`config.mk`:
```
export PLATFORM = sky130hd
export DESIGN_NAME = lfcs_seq
export DESIGN_NICKNAME = d
export VERILOG_FILES = /design/src/design/lfcs_pkg.sv /design/src/design/lfcs_seq.sv
export SDC_FILE = /design/constraint.sdc
export NUM_CORES = 1
export LEC_CHECK = 0
export BUFFER_PORTS_ARGS = -buffer_cell sky130_fd_sc_hd__buf_2
export CAP_MARGIN = 20
export CELL_PAD_IN_SITES_DETAIL_PLACEMENT = 1
export CELL_PAD_IN_SITES_GLOBAL_PLACEMENT = 1
export CORE_MARGIN = 5
export CORE_UTILIZATION = 33
export DETAILED_ROUTE_END_ITERATION = 10
export GPL_TIMING_DRIVEN = 0
export PLACE_DENSITY_LB_ADDON = 0.2
export SLEW_MARGIN = 20
export SYNTH_ARGS = -nofsm -noshare
export SYNTH_HDL_FRONTEND = slang
export SYNTH_SLANG_ARGS = --single-unit
```
`constraint.sdc`:
```
create_clock -name clk -period 1.45 [get_ports clk]
set_input_delay 0.0725 -clock clk [delete_from_list [all_inputs] [get_ports clk]]
set_output_delay 0.0725 -clock clk [all_outputs]
set_load 0.05 [all_outputs]
```
`src/design/lfcs_pkg.sv`:
```
// Shared types, constants and microcode word layout for the consensus step block.
package lfcs_pkg;

	// Defaults for the top-level parameters
	localparam int AGENT_COUNT_DEF = 8;
	localparam int STATE_WIDTH_DEF = 32;

	// Leader masks are always eight bits wide
	localparam int MASK_W = 8;
	localparam int GAIN_W = 16;
	localparam int DT_W   = 16;

	// Reset values: gains 1.0 and 1.5 in Q8.8, dt about 0.1 in Q0.16
	localparam logic [GAIN_W-1:0] POS_GAIN_RST = 16'd256;
	localparam logic [GAIN_W-1:0] VEL_GAIN_RST = 16'd384;
	localparam logic [DT_W-1:0]   STEP_RST     = 16'd6554;

	// Item function codes
	localparam logic FUNC_LOAD = 1'b0;
	localparam logic FUNC_TICK = 1'b1;

	// Register map
	localparam int ADDR_W = 3;
	typedef enum logic [0:0] {
		REG_STEP_SIZE = 1'b0
	} reg_idx_t;

	typedef struct packed {
		logic               func;
		logic [2:0]         agent_index;
		logic signed [31:0] init_position;
		logic signed [31:0] init_velocity;
		logic signed [31:0] init_drive;
		logic [15:0]        pos_gain;
		logic [15:0]        vel_gain;
		logic [7:0]         leader_mask;
	} in_word_t;

	typedef struct packed {
		logic [2:0]         out_agent;
		logic signed [31:0] out_position;
		logic signed [31:0] out_velocity;
		logic signed [31:0] out_drive;
		logic               last;
	} out_word_t;

	// Microprogram steps
	typedef enum logic [3:0] {
		ST_IDLE,
		ST_READ_SELF,
		ST_LATCH,
		ST_PEER,
		ST_DRAIN1,
		ST_DRAIN2,
		ST_MUL_V,
		ST_ADD_V,
		ST_MUL_X,
		ST_ADD_X,
		ST_EMIT,
		ST_NEXT,
		ST_FLIP
	} step_t;

	// Jump conditions
	typedef enum logic [2:0] {
		C_ALWAYS,
		C_START,
		C_PEER_LAST,
		C_OUT_FREE,
		C_AGENT_LAST
	} cond_t;

	// Operand select of the shared multiplier
	typedef enum logic [1:0] {
		MS_GAP,
		MS_DRIVE,
		MS_VEL
	} mul_src_t;

	// Datapath part of the control word
	typedef struct packed {
		logic     accept;
		logic     rd_peer;
		logic     latch_self;
		logic     issue;
		mul_src_t mul_src;
		logic     drive_load;
		logic     vnew_load;
		logic     commit;
		logic     emit;
		logic     flip;
	} ctrl_t;

	// Status fed back to the sequencer
	typedef struct packed {
		logic start;
		logic out_free;
	} stat_t;

	// Full control word
	typedef struct packed {
		ctrl_t dp;
		logic  i_inc;
		logic  i_clr;
		logic  j_inc;
		logic  j_clr;
		cond_t cond;
		step_t tgt;
		step_t alt;
	} seq_word_t;

endpackage

```
`src/design/lfcs_seq.sv`:
```
// Microcode sequencer: step counter, control store and agent/peer counters.
module lfcs_seq #(
	parameter int AGENT_COUNT = lfcs_pkg::AGENT_COUNT_DEF
) (
	input  logic                           clk,
	input  logic                           arst_n,
	input  lfcs_pkg::stat_t                stat,
	output lfcs_pkg::ctrl_t                ctrl,
	output logic [$clog2(AGENT_COUNT)-1:0] agent_idx,
	output logic [$clog2(AGENT_COUNT)-1:0] peer_idx
);

	localparam int IW = $clog2(AGENT_COUNT);
	localparam int JN = (AGENT_COUNT < lfcs_pkg::MASK_W) ? AGENT_COUNT : lfcs_pkg::MASK_W;

	lfcs_pkg::step_t     pc_q, pc_d;
	lfcs_pkg::seq_word_t cw;
	logic [IW-1:0]       i_q, j_q;
	logic                cond_ok;

	// Control store
	function automatic lfcs_pkg::seq_word_t rom(input lfcs_pkg::step_t s);
		lfcs_pkg::seq_word_t w;
		w = '0;
		w.dp.mul_src = lfcs_pkg::MS_GAP;
		w.cond = lfcs_pkg::C_ALWAYS;
		w.tgt = lfcs_pkg::ST_IDLE;
		w.alt = lfcs_pkg::ST_IDLE;
		unique case (s)
			lfcs_pkg::ST_IDLE: begin
				w.dp.accept = 1'b1;
				w.cond = lfcs_pkg::C_START;
				w.tgt = lfcs_pkg::ST_READ_SELF;
				w.alt = lfcs_pkg::ST_IDLE;
			end
			lfcs_pkg::ST_READ_SELF: begin
				w.tgt = lfcs_pkg::ST_LATCH;
			end
			lfcs_pkg::ST_LATCH: begin
				w.dp.latch_self = 1'b1;
				w.j_clr = 1'b1;
				w.tgt = lfcs_pkg::ST_PEER;
			end
			lfcs_pkg::ST_PEER: begin
				w.dp.rd_peer = 1'b1;
				w.dp.issue = 1'b1;
				w.j_inc = 1'b1;
				w.cond = lfcs_pkg::C_PEER_LAST;
				w.tgt = lfcs_pkg::ST_DRAIN1;
				w.alt = lfcs_pkg::ST_PEER;
			end
			lfcs_pkg::ST_DRAIN1: begin
				w.tgt = lfcs_pkg::ST_DRAIN2;
			end
			lfcs_pkg::ST_DRAIN2: begin
				w.tgt = lfcs_pkg::ST_MUL_V;
			end
			lfcs_pkg::ST_MUL_V: begin
				w.dp.mul_src = lfcs_pkg::MS_DRIVE;
				w.dp.drive_load = 1'b1;
				w.tgt = lfcs_pkg::ST_ADD_V;
			end
			lfcs_pkg::ST_ADD_V: begin
				w.dp.vnew_load = 1'b1;
				w.tgt = lfcs_pkg::ST_MUL_X;
			end
			lfcs_pkg::ST_MUL_X: begin
				w.dp.mul_src = lfcs_pkg::MS_VEL;
				w.tgt = lfcs_pkg::ST_ADD_X;
			end
			lfcs_pkg::ST_ADD_X: begin
				w.dp.commit = 1'b1;
				w.tgt = lfcs_pkg::ST_EMIT;
			end
			lfcs_pkg::ST_EMIT: begin
				w.dp.emit = 1'b1;
				w.cond = lfcs_pkg::C_OUT_FREE;
				w.tgt = lfcs_pkg::ST_NEXT;
				w.alt = lfcs_pkg::ST_EMIT;
			end
			lfcs_pkg::ST_NEXT: begin
				w.i_inc = 1'b1;
				w.cond = lfcs_pkg::C_AGENT_LAST;
				w.tgt = lfcs_pkg::ST_FLIP;
				w.alt = lfcs_pkg::ST_READ_SELF;
			end
			lfcs_pkg::ST_FLIP: begin
				w.dp.flip = 1'b1;
				w.i_clr = 1'b1;
				w.tgt = lfcs_pkg::ST_IDLE;
			end
			default: begin
				w.tgt = lfcs_pkg::ST_IDLE;
			end
		endcase
		return w;
	endfunction

	assign cw        = rom(pc_q);
	assign ctrl      = cw.dp;
	assign agent_idx = i_q;
	assign peer_idx  = j_q;

	always_comb begin
		unique case (cw.cond)
			lfcs_pkg::C_ALWAYS:     cond_ok = 1'b1;
			lfcs_pkg::C_START:      cond_ok = stat.start;
			lfcs_pkg::C_PEER_LAST:  cond_ok = (j_q == IW'(JN - 1));
			lfcs_pkg::C_OUT_FREE:   cond_ok = stat.out_free;
			lfcs_pkg::C_AGENT_LAST: cond_ok = (i_q == IW'(AGENT_COUNT - 1));
			default:                cond_ok = 1'b1;
		endcase
		pc_d = cond_ok ? cw.tgt : cw.alt;
	end

	always_ff @(posedge clk or negedge arst_n) begin
		if (!arst_n) begin
			pc_q <= lfcs_pkg::ST_IDLE;
			i_q  <= '0;
			j_q  <= '0;
		end else begin
			pc_q <= pc_d;
			if (cw.i_clr) begin
				i_q <= '0;
			end else if (cw.i_inc) begin
				i_q <= i_q + 1'b1;
			end
			if (cw.j_clr) begin
				j_q <= '0;
			end else if (cw.j_inc) begin
				j_q <= j_q + 1'b1;
			end
		end
	end

endmodule

```
==> results.cfg, run 1 <==
[timing]
drv_slew = 0
finalWorstSetupSlack_ns = -0.0680
relSlewSlack = 0.776
min_period_over_period = 1.05
hold_viol = 0
fmax_ghz = 0.659
setup_tns_ns = -0.275
finalSetupViolations = 5
fin_skew_ns = 0.00544
fin_crit_ns = 1.52
rsz0062_at_grt = true
hold_ws_ns = 0.198
tightest_slew_ns = 0.335

[finish]
final_nets = 128
design_area_mm2 = 0.00123
layout_commonest_cell = buf_4
fin_util = 0.575
area_delta_synth_final_pct = 70.8
final_cell_mix = buf_4 (18), buf_2 (10), buf_6 (9), a21oi_1 (7)
drive_gt1_frac = 0.620
num_antenna_cells = 0

[flow_run]
maxCapViolCount = 0

[clock_tree]
cts_buffer_depth = 2
clk_pin_slew_ns = 0.07
cts_tree = built
clkLatencyLatePin_ns = 0.26
root_buffer = clkbuf_4
cts_buffers = 3
cts.sinks = 10
h-tree-depth = 1

[floorplan]
dieArea_mm2 = 0.00323
rows = 17
initial_core_util = 0.337
die_h_um = 56.8
fp.dieW_um = 56.8
coreArea_mm2 = 0.00215
io_pins = 21

[global_route]
grt_max_degree = 11
track_usage = 0.157
grtUsageMet1 = 0.193
antenna_found_initial = 0
grt_pass1_wl_um = 4070
met3_usage = 0.0207
first_global_vias = 860
use_met2 = 0.292
overflow = 0
busiest_layer = met2

[logic_synthesis]
synth-xor-area-share = 0.0121
synth_adder_area_share = 0.0346
synthCells = 81
ys_seq_elements = 10
synth_simple_gate_area_frac = 0.299
yosys-top-cells-area = dfrtp_1 (35%), a21oi_1 (5.5%), nand2_1 (4.7%), buf_6 (4.7%), nand2b_1 (4.3%)
synth.avg_cell_area_um2 = 8.93
synth_compound_area_frac = 0.187
synth_seq_area_share = 0.346
syn_nets = 87
netlist.area_leader.share = 0.346
synth_top_family_by_area = simple AND/OR/NAND/NOR gates
yosysTopAreaCell = dfrtp_1
netlist_area_um2 = 723
synth_warnings = 0
synth_mux_area_frac = 0.0138
ys_types = 32

[critical_path]
cp-end-kind = flop
cp_max_fo = 6
arrival_ns = 1.67
crit_path_start_kind = flop
crit_type = reg -> reg
cp.required_ns = 1.60
reg2regPathDepth = 4

[worst_hold_path]
min_path_type = in -> async

[route]
drc = 0
avgRoutedWirePerCell_um = 16.4
vias_per_cell = 4.97
firstDrtPassIters = 4
postRouteAntennaNets = 0
vias = 741
drt_wl_total_um = 2440
drtIter0Drc = 4

[place]
place.gp.congestion = 0.725
dp_hpwl_um = 1450
dpl_cell_area_um2 = 917
port_buffers = 20

[status]
violations = setup timing
outcome = finished with violations

[pwr]
power_leakage_nw = 0.564
ir_drop_mv = 1.46
p_per_area_mw_per_mm2 = 2420
-- cells by family (layout without fill, tap and decap cells) --
kind of cell             after synthesis  in the layout
AND/OR/NAND/NOR                       37             37
AO/OA/AOI/OAI                         20             20
flip-flops                            10             10
buffers and inverters                 10             50
adder cells (fa/ha/maj)                2              2
XOR/XNOR                               1              1
multiplexers                           1              1
-- synthesized netlist by cell type, drive strengths merged --
library cell  count
nor3              4
buf               5
nand4             1
a31oi             1
nand2             9
clkbuf            3
or4               1
a311oi            2
or2               1
o21a              1
nand3             1
o2bb2ai           1
mux2i             1
nor2b             3
nor4              1
o21ai             4
nor3b             3
dfrtp            10
or3b              1
ha                2
nand2b            5
inv               2
a32o              1
a211o             1
or2b              1
nor2              6
a21oi             9
xnor2             1
-- routing by layer --
metal	share of wire	wire length, µm
met3	0.029	70
met5	0	0
met1	0.42	1030
met2	0.54	1330
met4	0.0049	12
-- critical path, cell delays in order (launching register included) --
cell     delay [ns]
dfrtp_2        0.45
or2b_4         0.26
nand2_2        0.06
a211o_1        0.37
a32o_1         0.27
-- what timing repair did --
item,CTS,global route
buffers inserted,11,5
cloned,1,0
hold buffers,1,0
resized for setup,29,20
endpoints found under the hold margin,10,0
endpoints found under the setup margin,14,19
pin swaps,7,5
-- sequential cells by signal, summed over array words and instances (netlist names) --
register	flops
agent_idx	3
pc_q	4
peer_idx	3
-- power by group --
part	internal [mW]	leakage [nW]	switching, mW
clock	0.152	0.0210	0.0959
sequential	0.393	0.121	0.129
combinational	0.916	0.422	1.30
-- path summary, 6_finish.rpt --
| check | slack, ns | endpoint | startpoint |
|---|---|---|---|
| setup / recovery | -0.07 | pc_q[1] | pc_q[3] |
| hold / removal | 0.20 | agent_idx[0] | arst_n |
| setup reg to reg | -0.07 | pc_q[1] | pc_q[3] |
| hold reg to reg | 0.55 | agent_idx[0] | agent_idx[0] |
| max in group asynchronous | 1.03 | agent_idx[2] | arst_n |
| min in group clk | 0.20 | pc_q[2] | stat[1] |
-- area by class of cell --
class	count	area, µm²
inverters	2	7.51
fillers	239	913
well taps	28	35.0
plain buffers	6	71.3
flip-flops and latches	10	258
multi-input cells	61	512
clock buffers	4	36.3
repair buffers	38	315
-- metrics by stage --
stage,setup WS (ns),instances,total power [mW]
2_1_floorplan,-0.318,81,1.80
3_3_place_gp,-0.0949,129,2.10
3_5_place_dp,-0.110,129,2.13
4_1_cts,-0.0596,144,2.69
5_1_grt,-0.111,149,3.18
6_report,-0.0680,149,2.98
(Power assumes the default switching activity.)
==> run 2, diff against run 1 <==
Settings changed: SETUP_SLACK_MARGIN set to 0.05.
==> results.cfg, run 2 (synthesis gave the netlist of run 1 again) <==
[critical_path]
cpPeakStageDelay_ns = 0.52
path_cells = buf_6 > or4_4 > a21oi_4 > a32o_2
cp-end-kind = flop
crit_path_start_kind = flop
cp_max_fo = 7
crit_type = reg -> reg
cp.required_ns = 1.68
arrival_ns = 1.80
crit_slowest_cell = or4_4

[timing]
tightest_slew_ns = 0.335
relSlewSlack = 0.776
setup_tns_ns = -0.763
fmax_ghz = 0.634
drv_slew = 0
finalSetupViolations = 9
fin_skew_ns = 0.0162
rsz0062_at_grt = true
min_period_over_period = 1.09
hold_viol = 0
fin_crit_ns = 1.58
finalWorstSetupSlack_ns = -0.126

[global_route]
overflow = 0
grt_pass1_wl_um = 4190
track_usage = 0.170
grt_max_degree = 11
antenna_found_initial = 0
first_global_vias = 857

[finish]
drive_gt1_frac = 0.680
layout_commonest_cell = buf_6
fin_util = 0.613
num_antenna_cells = 0
final_cell_mix = buf_6 (16), buf_4 (13), buf_2 (10), dfrtp_2 (8), nand2_1 (7)
final_nets = 132
multiInputGateArea_um2 = 517
top_register = pc_q
area_delta_synth_final_pct = 82.0
seqCellArea_um2 = 260
num-fill-cells = 237
largest_reg_flops = 4

[route]
drc = 0
vias = 816
drt_wl_total_um = 2970
firstDrtPassIters = 4
avgRoutedWirePerCell_um = 19.4
vias_per_cell = 5.33
drtIter0Drc = 16
postRouteAntennaNets = 0

[clock_tree]
h-tree-depth = 1
root_buffer = clkbuf_4
clkLatencyLatePin_ns = 0.29
clk_pin_slew_ns = 0.09
cts_buffer_depth = 2
cts_tree = built
cts.sinks = 10
cts_buffers = 3

[floorplan]
rows = 17
coreArea_mm2 = 0.00215
die_h_um = 56.8
dieArea_mm2 = 0.00323
initial_core_util = 0.337
io_pins = 21
fp.dieW_um = 56.8

[place]
place.gp.congestion = 0.723
port_buffers = 20
dp_hpwl_um = 1470
pre_cts_ws_ns = -0.103

[flow_run]
maxCapViolCount = 0

[pwr]
ir_drop_mv = 1.62
p_per_area_mw_per_mm2 = 2470
power_leakage_nw = 0.593

[status]
violations = setup timing
outcome = finished with violations

[worst_hold_path]
min_path_type = in -> async
## run 2: cell types whose count changed in the layout (fill, tap and decap cells not counted), moves of 2 or more
| cell | before | now |
|---|---|---|
| clkbuf_8 | 1 | 3 |
| buf_6 | 9 | 16 |
| dfrtp_2 | 6 | 8 |
| buf_4 | 18 | 13 |
| dfrtp_1 | 4 | 2 |
## run 2: final timing paths
check / slack [ns] / cells past startpoint / end / from
worst max-delay path: -0.13 / 4 / pc_q[1] / pc_q[0]
worst min-delay path: 0.17 / 2 / pc_q[0] / arst_n
worst max register to register: -0.13 / 4 / pc_q[1] / pc_q[0]
worst min register to register: 0.55 / 2 / peer_idx[1] / peer_idx[1]
max in group asynchronous: 1.03 / 2 / agent_idx[1] / arst_n
min in group clk: 0.22 / 4 / pc_q[0] / stat[1]
## run 2: where the power goes
part,total (mW),internal (mW),leakage (nW),switching [mW]
Clock,0.279,0.153,0.0210,0.126
Combinational,2.42,1.05,0.453,1.37
Sequential,0.547,0.397,0.118,0.150
## run 2: metrics by stage
stage | instance area, µm² | cells | power (mW) | hold WS [ns]
floorplan | 783 | 81 | 1.81 | -0.223
global placement | 918 | 129 | 2.11 | -0.0481
detailed placement | 918 | 129 | 2.14 | -0.0430
CTS | 1190 | 147 | 2.88 | 0.190
global route | 1320 | 153 | 3.41 | 0.210
finish | 1320 | 153 | 3.25 | 0.170
## run 2: timing repair
item / CTS / global route
pin swaps: 11 / 5
hold buffers: 1 / 0
buffers inserted: 12 / 8
setup endpoints to repair: 18 / 19
cloned: 1 / 0
endpoints found under the hold margin: 10 / 0
gates resized for setup: 39 / 19
## run 2: layer usage
layer | GRT usage | share of wire | vias to the layer above
met5 | 0 | 0 | -
met4 | 0.109 | 0.041 | 0
met3 | 0.0276 | 0.050 | 10
met2 | 0.277 | 0.51 | 33
met1 | 0.203 | 0.40 | 397
li1 | - | - | 376
## run 2: worst max-delay path, delay by kind of cell, from the launching register on
| family | cells | cell delay, ns |
|---|---|---|
| simple gates | 1 | 0.52 |
| compound gates | 2 | 0.44 |
| flops | 1 | 0.40 |
| buf+inv | 1 | 0.14 |
## run 2: cell type report
| class | count | area share |
|---|---|---|
| inverters | 2 | 0.00570 |
| clock buffers | 4 | 0.0276 |
| flip-flops and latches | 10 | 0.198 |
| well taps | 28 | 0.0266 |
| repair buffers | 41 | 0.286 |
| multi-input cells | 61 | 0.393 |
| plain buffers | 7 | 0.0637 |
